[src/rtl/cpj_pkg.sv]
// Shared types and constants for the two-dimensional Chebyshev projection core.
// Used by cpj_ctrl, cpj_dp and chebyshev_2d_projection_core.
package cpj_pkg;

  localparam int MAX_NODES   = 128;
  localparam int DEGREE      = 16;
  localparam int NODE_W      = $clog2(MAX_NODES);
  localparam int CNT_W       = NODE_W + 1;
  localparam int DEG_W       = 5;
  localparam int SAMPLE_W    = 16;
  localparam int PART_W      = 40;
  localparam int PROD_W      = PART_W + SAMPLE_W;
  localparam int ACC_W       = PROD_W + NODE_W;
  localparam int SCALE_W     = 25;
  localparam int COEF_W      = 32;
  localparam int NCOUNT_W    = 8;
  localparam int BASIS_DEPTH = (DEGREE + 1) * MAX_NODES;
  localparam int BASIS_AW    = $clog2(BASIS_DEPTH);
  localparam int GRID_AW     = 2 * NODE_W;

  localparam logic [1:0] KIND_BASIS   = 2'd0;
  localparam logic [1:0] KIND_GRID    = 2'd1;
  localparam logic [1:0] KIND_COMPUTE = 2'd2;

  localparam logic CFG_NODE_COUNT = 1'b0;
  localparam logic CFG_COEF_SCALE = 1'b1;

  typedef struct packed {
    logic              valid;
    logic              phase2;
    logic              first;
    logic              last;
    logic              zero;
    logic              n0;
    logic              m0;
    logic              last_row;
    logic [DEG_W-1:0]  deg_n;
    logic [DEG_W-1:0]  deg_m;
    logic [DEG_W-1:0]  basis_row;
    logic [NODE_W-1:0] basis_col;
    logic [NODE_W-1:0] grid_row;
    logic [NODE_W-1:0] grid_col;
  } cpj_cmd_t;

endpackage

[src/rtl/cpj_ctrl.sv]
// Sequencer for the projection core: walks both sum phases and the degree row.
// Depends on cpj_pkg; drives the command word consumed by cpj_dp.
module cpj_ctrl import cpj_pkg::*; (
  input  logic                clk,
  input  logic                rst,
  input  logic                start,
  input  logic [1:0]          kind,
  input  logic [NODE_W-1:0]   row_index,
  input  logic [NCOUNT_W-1:0] nodes,
  input  logic                result_valid,
  output logic                busy,
  output cpj_cmd_t            cmd
);

  typedef enum logic [2:0] {IDLE, PHASE1, DRAIN, PHASE2, WAIT_RES} state_t;

  state_t            state;
  logic [NODE_W-1:0] i, j, nm1;
  logic [DEG_W-1:0]  n, m;
  logic              nzero;
  logic [1:0]        cnt;
  logic [DEG_W-1:0]  last_m;

  assign busy   = (state != IDLE);
  assign last_m = DEG_W'(DEGREE) - n;

  always_ff @(posedge clk) begin
    if (rst) begin
      state <= IDLE;
      cmd   <= '0;
    end else begin
      cmd.valid <= 1'b0;
      unique case (state)
        IDLE: begin
          if (start && kind == KIND_COMPUTE && row_index <= NODE_W'(DEGREE)) begin
            n     <= row_index[DEG_W-1:0];
            nm1   <= NODE_W'(nodes - 1'b1);
            nzero <= (nodes == '0);
            i     <= '0;
            j     <= '0;
            m     <= '0;
            state <= (nodes == '0) ? PHASE2 : PHASE1;
          end
        end
        PHASE1: begin
          cmd.valid     <= 1'b1;
          cmd.phase2    <= 1'b0;
          cmd.first     <= (i == '0);
          cmd.last      <= (i == nm1);
          cmd.zero      <= 1'b0;
          cmd.basis_row <= n;
          cmd.basis_col <= i;
          cmd.grid_row  <= i;
          cmd.grid_col  <= j;
          if (i == nm1) begin
            i <= '0;
            if (j == nm1) begin
              j     <= '0;
              cnt   <= 2'd3;
              state <= DRAIN;
            end else begin
              j <= j + 1'b1;
            end
          end else begin
            i <= i + 1'b1;
          end
        end
        DRAIN: begin
          if (cnt == '0) begin
            state <= PHASE2;
          end else begin
            cnt <= cnt - 1'b1;
          end
        end
        PHASE2: begin
          cmd.valid     <= 1'b1;
          cmd.phase2    <= 1'b1;
          cmd.first     <= (j == '0);
          cmd.last      <= nzero || (j == nm1);
          cmd.zero      <= nzero;
          cmd.n0        <= (n == '0);
          cmd.m0        <= (m == '0);
          cmd.last_row  <= (m == last_m);
          cmd.deg_n     <= n;
          cmd.deg_m     <= m;
          cmd.basis_row <= m;
          cmd.basis_col <= j;
          cmd.grid_row  <= j;
          cmd.grid_col  <= j;
          if (nzero || j == nm1) begin
            j     <= '0;
            state <= WAIT_RES;
          end else begin
            j <= j + 1'b1;
          end
        end
        WAIT_RES: begin
          if (result_valid) begin
            if (m == last_m) begin
              state <= IDLE;
            end else begin
              m     <= m + 1'b1;
              state <= PHASE2;
            end
          end
        end
        default: state <= IDLE;
      endcase
    end
  end

endmodule

[config.mk]
export PLATFORM = sky130hd
export DESIGN_NAME = cpj_ctrl
export DESIGN_NICKNAME = d
export VERILOG_FILES = /design/src/rtl/cpj_pkg.sv /design/src/rtl/cpj_ctrl.sv
export SDC_FILE = /design/constraint.sdc
export NUM_CORES = 1
export LEC_CHECK = 0
export BUFFER_PORTS_ARGS = -buffer_cell sky130_fd_sc_hd__buf_2
export CAP_MARGIN = 20
export CORE_MARGIN = 5
export CORE_UTILIZATION = 29
export DETAILED_ROUTE_END_ITERATION = 12
export PLACE_DENSITY = 0.48
export SYNTH_ARGS = -nofsm -noshare
export SYNTH_HDL_FRONTEND = slang
export SYNTH_SLANG_ARGS = --single-unit
export TNS_END_PERCENT = 30
[constraint.sdc]
create_clock -name clk -period 3.1 [get_ports clk]
set_input_delay 0.775 -clock clk [delete_from_list [all_inputs] [get_ports clk]]
set_output_delay 0.775 -clock clk [all_outputs]
set_load 0.02 [all_outputs]
# ---- After elaboration in Yosys (flattened, before gate mapping)
# Index checks and enable logic that the tools add are counted.
dict set report word_totals {
  register_bits 81
  latchBits 0
  ramBits 0
  rom_bits 0
  input_bits 21
  output_inout_bits 45
  wordCells 94
  n_memories 0
}
dict set report op_classes {
  add_sub_neg 6
  mul 0
  div 0
  order_cmp 1
  eq_ne 16
  shifts 0
  mux 26
  bitwise 1
  reduce_logical 22
}
# cell count
set op_table {}
lappend op_table {{$pmux 26 s2} 1}
lappend op_table {{$mux 7} 5}
lappend op_table {{$pmux 7 s3} 1}
lappend op_table {{$pmux 5 s2} 2}
lappend op_table {{$mux 3} 6}
lappend op_table {{$ne 2x2->1 const B} 8}
lappend op_table {{$mux 5} 3}
lappend op_table {{$pmux 3 s5} 1}
lappend op_table {{$add 7x1->7 const B} 2}
lappend op_table {{$eq 7x7->1} 2}
lappend op_table {{$logic_not 7->1} 2}
lappend op_table {{$pmux 7 s2} 1}
lappend op_table {{$logic_not 5->1} 2}
lappend op_table {{$mux 2} 5}
lappend op_table {{$reduce_and 5->1} 2}
lappend op_table {{$logic_not 8->1} 1}
lappend op_table {{$reduce_bool 2->1} 4}
lappend op_table {{$le 7x5->1 const B} 1}
lappend op_table {{$sub 7x1->7 const B} 1}
lappend op_table {{$eq 3x2->1 const B} 2}
lappend op_table {{$reduce_and 3->1} 2}
lappend op_table {{$reduce_and 6->1} 1}
lappend op_table {{$reduce_bool 3->1} 2}
lappend op_table {{$add 5x1->5 const B} 1}
lappend op_table {{other kinds (13)} 14}

# ---- Logic depth before layout (Yosys ltp)
# Gate-level depths: netlist of the first run.
dict set report depth {
  word_depth 5
  mapped_depth 9
  ltp_nobuf 9
}

# ---- Worst setup path before layout of the first run
# Ideal clock, no wire load.
dict set report synth_path {
  kind {input -> register}
  from {input port row_index[0]}
  to {register n[0] (enable)}
  setup_time_ns 0.422
  arrival_time_ns 2.955
  t_required_ns 2.678
  slack_ns -0.277
  cell_stages 3
  n_path_buf 0
  cell_sequence {o41a_1 -> nor4_1 -> nor4b_1}
}
dict set report synth_between {
  elab_chain_cells 3
}
# element line_no
set synth_lines {}
lappend synth_lines {{from (decl)} cpj_ctrl.sv:8} ;# input logic [NODE_W-1:0] row_index,
lappend synth_lines {{$le 7x5->1} cpj_ctrl.sv:35} ;# if (start && kind == KIND_COMPUTE && row_index <= NODE_W'(DEGREE)) begin
lappend synth_lines {{$logic_and 1x1->1} cpj_ctrl.sv:35}
lappend synth_lines {{$reduce_and 3->1 (no source line)} -}
lappend synth_lines {{to (signal assigned)} cpj_ctrl.sv:36} ;# n <= row_index[DEG_W-1:0];
lappend synth_lines {{to (decl)} cpj_ctrl.sv:19} ;# logic [DEG_W-1:0] n, m;
# Every way passes these cells.
# A chain may end at the register's enable or synchronous reset.

# ---- Worst setup path in the final report of the first run
dict set report layout_path {
  from {register n[1]}
  to {register m[4] (enable)}
}
dict set report layout_between {
  elab_chain_cells 4
}
# element line_no
set layout_lines {}
lappend layout_lines {{$sub 5x5->5} cpj_ctrl.sv:25} ;# assign last_m = DEG_W'(DEGREE) - n;
lappend layout_lines {{$eq 5x5->1} cpj_ctrl.sv:99} ;# if (m == last_m) begin
lappend layout_lines {{$ne 2x2->1 (no source line)} -}
lappend layout_lines {{$reduce_and 5->1 (no source line)} -}
lappend layout_lines {{to (signal assigned)} cpj_ctrl.sv:102} ;# m <= m + 1'b1;
lappend layout_lines {{to (decl)} cpj_ctrl.sv:19}
# Every way passes these cells.

==> results of run 1 <==
## worst max-delay path by stage
| stage | endpoint | start | slack (ps) |
|---|---|---|---|
| floorplan | n[0]$_DFFE_PP_ | row_index[0] | 360 |
| global placement | j[2]$_DFFE_PP_ | row_index[0] | 500 |
| detailed placement | nm1[5]$_DFFE_PP_ | row_index[0] | 480 |
| CTS | m[2]$_SDFFCE_PP0P_ | n[1]$_DFFE_PP_ | 730 |
| global route | state[0]$_SDFFE_PP0P_ | n[0]$_DFFE_PP_ | 640 |
| finish | m[4]$_SDFFCE_PP0P_ | n[1]$_DFFE_PP_ | 750 |
## worst min-delay path: stages, from the launching register on
cell and delay, ps:
dfxtp_1 310, nand2_1 50, a21oi_1 50
## layer usage
metal | global-route usage [%] | routed length, um
met4 | 3.78 | 70
met3 | 2.79 | 529
met2 | 17.0 | 3700
met1 | 18.4 | 4600
met5 | 0 | 0
## kinds of logic (layout without fill, tap and decap cells)
logic type               after synthesis  in the layout  synth area share, %
adder cells (fa/ha/maj)               10             10                 3.38
XOR/XNOR                              38             38                 9.37
multiplexers                          13             13                 3.65
AND/OR/NAND/NOR                      141            141                 18.7
buffers and inverters                 48            106                 5.78
flip-flops                            74             74                 49.3
AO/OA/AOI/OAI                         53             53                 9.84
## cell usage after synthesis (9+ instances only)
cell / count
dfxtp_1: 40
nor2_1: 42
xnor2_1: 13
xor2_1: 24
mux2i_1: 12
a211oi_1: 14
a21oi_1: 25
nand3_1: 9
clkbuf_1: 17
nand2_1: 52
inv_1: 17
edfxtp_1: 34
ha_1: 10
## flip-flops by register name (all words and copies together) (netlist names)
name / flops
m: 5
i: 7
j: 7
cmd: 37
nm1: 7
state: 3
n: 5
cnt: 2
nzero: 1
## power by group through the flow
| stage | clock network (uW) | registers [uW] | logic (uW) |
|---|---|---|---|
| final | 1170 | 1250 | 824 |
| after global routing | 1250 | 1270 | 910 |
| after CTS | 1200 | 1260 | 835 |
| after detailed placement | 0 | 1280 | 835 |
| after global placement | 0 | 1270 | 829 |
| after floorplan | 0 | 1360 | 534 |
## placed cells by master (no fill, tap or decap), types with 2 or more instances in the layout
cell / instances
nand2b_1: 2
clkbuf_16: 10
nor4_1: 3
nor4_2: 2
xnor2_1: 13
bufinv_16: 2
buf_2: 65
nand3_1: 9
edfxtp_1: 34
nor2_1: 42
xor2_1: 24
and3_1: 5
inv_1: 17
ha_1: 10
nand2_1: 52
nor3_1: 5
nor2b_1: 2
buf_4: 8
or3_1: 3
mux2i_1: 12
a211o_1: 2
dfxtp_1: 40
and2_1: 3
nor3b_1: 2
a211oi_1: 14
a21oi_1: 25
## layout make-up
cell class                      instances  area [um^2]
Clock inverter                          4         72.6
Tap cell                              172          215
Fill cell                            1265         8070
Clock buffer                           12          268
Timing Repair Buffer                   73          385
Inverter                               17         63.8
Multi-Input combinational cell        255         1670
Sequential cell                        74         1820
## through the flow
step           total power (uW)  hold WS (ps)
6_report                   3250           454
5_1_grt                    3440           474
4_1_cts                    3290           458
3_5_place_dp               2110           444
3_3_place_gp               2100           441
2_1_floorplan              1890           520
==> results.cfg, run 1 <==
[outcome]
status = complete, no violations

[placement]
gp_congestion = 0.846
dp.cells = 591
place_ws_ps = 475
io_buffers = 65
place_hpwl_mm = 6.60
placed_area_um2 = 4160

[power]
switching_power_uw = 1030
seqPwrFrac_pct = 38.5
max-vdd-ir-drop_mv = 0.259
power_frac_comb_pct = 25.4
p_clk_share_pct = 36.1
internal-power_uw = 2220
p_per_area_nw_per_um2 = 723
power.leakage_uw = 0.00175
swShare_pct = 31.6

[setup_path]
critPathMaxFanout = 5
cp.required_ps = 3140
path_buf_inv = 2
endpoint_kind = flip-flop
r2r_slack_ps = 750
r2r_cells = 9
setup.worst_path.class = flip-flop to flip-flop
path_cells = inv_1 -> ha_1 -> nor3b_1 -> ha_1 -> xnor2_1 -> nor4_2 -> a21o_1 -> a211oi_1 -> buf_4
crit_top_cell = ha_1
start_kind = flip-flop
reg2reg_to = m[4]$_SDFFCE_PP0P_
crit_path_max_incr_delay_ps = 480
cp_slowest_cell = edfxtp_1
cp.depth = 9
critPathArrivalTime_ps = 2390
critical_path.top_delay_family = flip-flops
timing.rr.start = n[1]$_DFFE_PP_

[global_route]
grt_max_degree = 48
antenna_found_initial = 0
overflow = 0
gr-usage-all-layers_pct = 12.2
grt_pass1_wl_mm = 14.2
grt_pass1_vias = 2694

[routing]
wirelength_mm = 8.90
wl_per_cell_um = 14.7
vias = 2780
viasPerCell = 4.58
drtPass1Iterations = 4
ant_nets = 0
drt-initial-drc-count = 235
drc = 0

[sta]
fin_ws_ps = 754
maxSlewViolCount = 0
hold_viol_final = 0
finalSetupTns_ps = 0
finClkSkew_ps = 5.56
clock.fmax_mhz = 426
period_share_pct = 75.7
rsz0062_at_grt = false
period_needed_ps = 2350
relSlewSlack_pct = 41.5
tightestPinTransition_ps = 878
setup_violations = 0

[logic_synthesis]
synth_nets = 408
ys_ff_latch = 74
ys_top_cells_by_area = edfxtp_1, dfxtp_1, xor2_1, nand2_1, nor2_1
syn_area_per_cell_um2 = 9.81
syn_area_um2 = 3700
ys_types = 49
synth_edf_count = 34
ys_warn_count = 0
synthFlopType = dfxtp_1
synth_top_area_share_pct = 27.6
synth_cells = 377
synthArstFlopShare_pct = 0
seq_area_frac_synth_pct = 49.3
yosysTopAreaCell = edfxtp_1

[die]
num_rows = 41
core_area_um2 = 12600
die-area_um2 = 15100
io_pins = 66
initial_core_util_pct = 29.4
die_h_um = 123
die_w_um = 123

[clock_network]
cts_buffer_depth = 2
cts.root.buffer_cell = clkbuf_16
cts_tree = yes
clk-insertion-delay-late_ps = 330
holdBufCountCts = 0
clkTransAtPathRegs_ps = 60
cts_setup_buffers = 0
cts_resized = 0
numCtsBuffers = 9
cts_htree_levels = 3
cts_sinks = 74

[cells_and_area]
postLayoutCellArea_um2 = 4500
n_antenna_cell = 0
fin_util_pct = 35.8
area_growth_pct = 21.6
instances_no_fill = 607
final_nets = 461
layout-drive-gt1-share_pct = 22.8

[min_path]
hold_depth = 2
hold_class = flip-flop to flip-flop
worstHoldStart = cmd[28]$_SDFFE_PP0P_
hold_path_end = cmd[28]$_SDFFE_PP0P_

[flow_run]
max_cap_violations = 0
Power figures use the tool's default switching activity.
==> inputs of run 2 (changes only) <==
==> constraint.sdc (replaced) <==
create_clock -name clk -period 2.1 [get_ports clk]
set_input_delay 0.525 -clock clk [delete_from_list [all_inputs] [get_ports clk]]
set_output_delay 0.525 -clock clk [all_outputs]
set_load 0.02 [all_outputs]
==> run 2 against run 1 <==
Clock power increased by 29%. First-iteration DRC count decreased by 54%. Critical endpoint is now state[0]$_SDFFE_PP0P_. Largest cell class unchanged. Combinational power increased by 61%. Highest routed layer unchanged. Routed wire length increased by 0.91%. Cell count increased by 6.9%. Global-route usage increased by 0.24 points. Total power increased by 43%. Final area increased by 6.7%.
==> results.cfg, run 2 (same netlist as run 1, synthesis figures left out) <==
[outcome]
status = complete, no violations

[power]
max-vdd-ir-drop_mv = 0.388
internal-power_uw = 3160
power.leakage_uw = 0.00194
seqPwrFrac_pct = 39.2
p_clk_share_pct = 32.3
p_per_area_nw_per_um2 = 971
swShare_pct = 32.3
switching_power_uw = 1500
power_frac_comb_pct = 28.4

[cells_and_area]
mostFrequentLayoutCells = buf_2, nand2_1, buf_4
postLayoutCellArea_um2 = 4800
final_nets = 503
n_antenna_cell = 0
regMostFlops = cmd
layout_commonest_cell = buf_2
area_growth_pct = 29.8
layout-drive-gt1-share_pct = 30.2
largest_register_ffs = 37

[placement]
place_hpwl_mm = 7.03
io_buffers = 65
gp_congestion = 0.849
placed_area_um2 = 4490
place_ws_ps = -270

[setup_path]
path_buf_inv = 1
endpoint_kind = flip-flop
crit_path_max_incr_delay_ps = 370
critPathMaxFanout = 3
setup.worst_path.class = flip-flop to flip-flop
cp.required_ps = 2310
critPathArrivalTime_ps = 2300
start_kind = flip-flop
path_cells = inv_1 -> ha_2 -> nor3b_2 -> ha_1 -> xnor2_1 -> nor4_2 -> nand3_1 -> and3_1 -> mux2_4
cp_slowest_cell = edfxtp_1
critical_path.top_delay_family = simple AND/OR/NAND/NOR gates

[sta]
setup_violations = 0
tightestPinTransition_ps = 458
rsz0062_at_grt = true
clock.fmax_mhz = 477
hold_viol_final = 0
fin_ws_ps = 5.54
period_needed_ps = 2090
period_share_pct = 99.7
maxSlewViolCount = 0
finClkSkew_ps = 7.64
relSlewSlack_pct = 69.5

[global_route]
grt_pass1_wl_mm = 14.5
antenna_found_initial = 0
overflow = 0
grt_max_degree = 28
grt_pass1_vias = 2849
gr-usage-all-layers_pct = 12.4

[clock_network]
numCtsBuffers = 9
cts_htree_levels = 3
cts.root.buffer_cell = clkbuf_16
cts_sinks = 74
holdBufCountCts = 0
cts_buffer_depth = 2
cts_tree = yes
clkTransAtPathRegs_ps = 60
clk-insertion-delay-late_ps = 330

[die]
core_area_um2 = 12600
initial_core_util_pct = 29.4
io_pins = 66
die_w_um = 123
die-area_um2 = 15100
num_rows = 41
die_h_um = 123

[routing]
drt-initial-drc-count = 107
drc = 0
wirelength_mm = 8.98
wl_per_cell_um = 13.8
ant_nets = 0
drtPass1Iterations = 6
viasPerCell = 4.46
vias = 2896

[flow_run]
max_cap_violations = 0

[min_path]
hold_class = primary input to flip-flop
==> run 2: final cells by class <==
type	instances	area (um^2)
clock buffer	13	250
clock inverter	3	38.8
fill	1274	7770
inverter	17	63.8
multi-input combinational	255	1710
sequential	74	1820
tap	172	215
timing repair buffer	115	701
==> run 2: per-layer routing <==
layer | global-route usage [%] | part of all wire [%] | vias to the layer above
li1 | - | - | 1475
met1 | 18.3 | 53 | 1342
met2 | 18.1 | 41 | 69
met3 | 2.47 | 4.7 | 10
met4 | 4.06 | 1.3 | 0
met5 | 0 | 0 | -
==> run 2: power by group through the flow <==
stage | clock [uW] | sequential, uW | combinational (uW)
after floorplan | 0 | 2000 | 799
after global placement | 0 | 1860 | 1330
after detailed placement | 0 | 1860 | 1340
after CTS | 1540 | 1830 | 1340
after global routing | 1610 | 1850 | 1470
final | 1510 | 1830 | 1330
==> run 2: repair_timing <==
action	4_1_cts	5_1_grt
gates resized for setup	2	0
pin swaps	4	1
buffers inserted	1	1
endpoints found under the setup margin	6	6
==> run 2: path summary, 6_finish.rpt <==
check / start / cells after the start / slack (ps) / endpoint
max: n[1]$_DFFE_PP_ / 9 / 6 / state[0]$_SDFFE_PP0P_
min: row_index[4] / 1 / 400 / n[4]$_DFFE_PP_
max reg2reg: n[1]$_DFFE_PP_ / 9 / 6 / state[0]$_SDFFE_PP0P_
min reg2reg: cmd[26]$_SDFFE_PP0P_ / 2 / 450 / cmd[26]$_SDFFE_PP0P_
==> run 2: through the flow <==
step / hold slack [ps] / cells / total power (uW) / setup TNS (ps) / util, %
after detailed placement: 446 / 631 / 3200 / -5120 / 35.7
after global routing: 401 / 649 / 4940 / -613 / 38.2
after global placement: 440 / 631 / 3190 / -4800 / 35.7
after CTS: 397 / 648 / 4710 / -134 / 38.1
final: 405 / 649 / 4660 / 0 / 38.2
after floorplan: 520 / 377 / 2800 / -971 / -
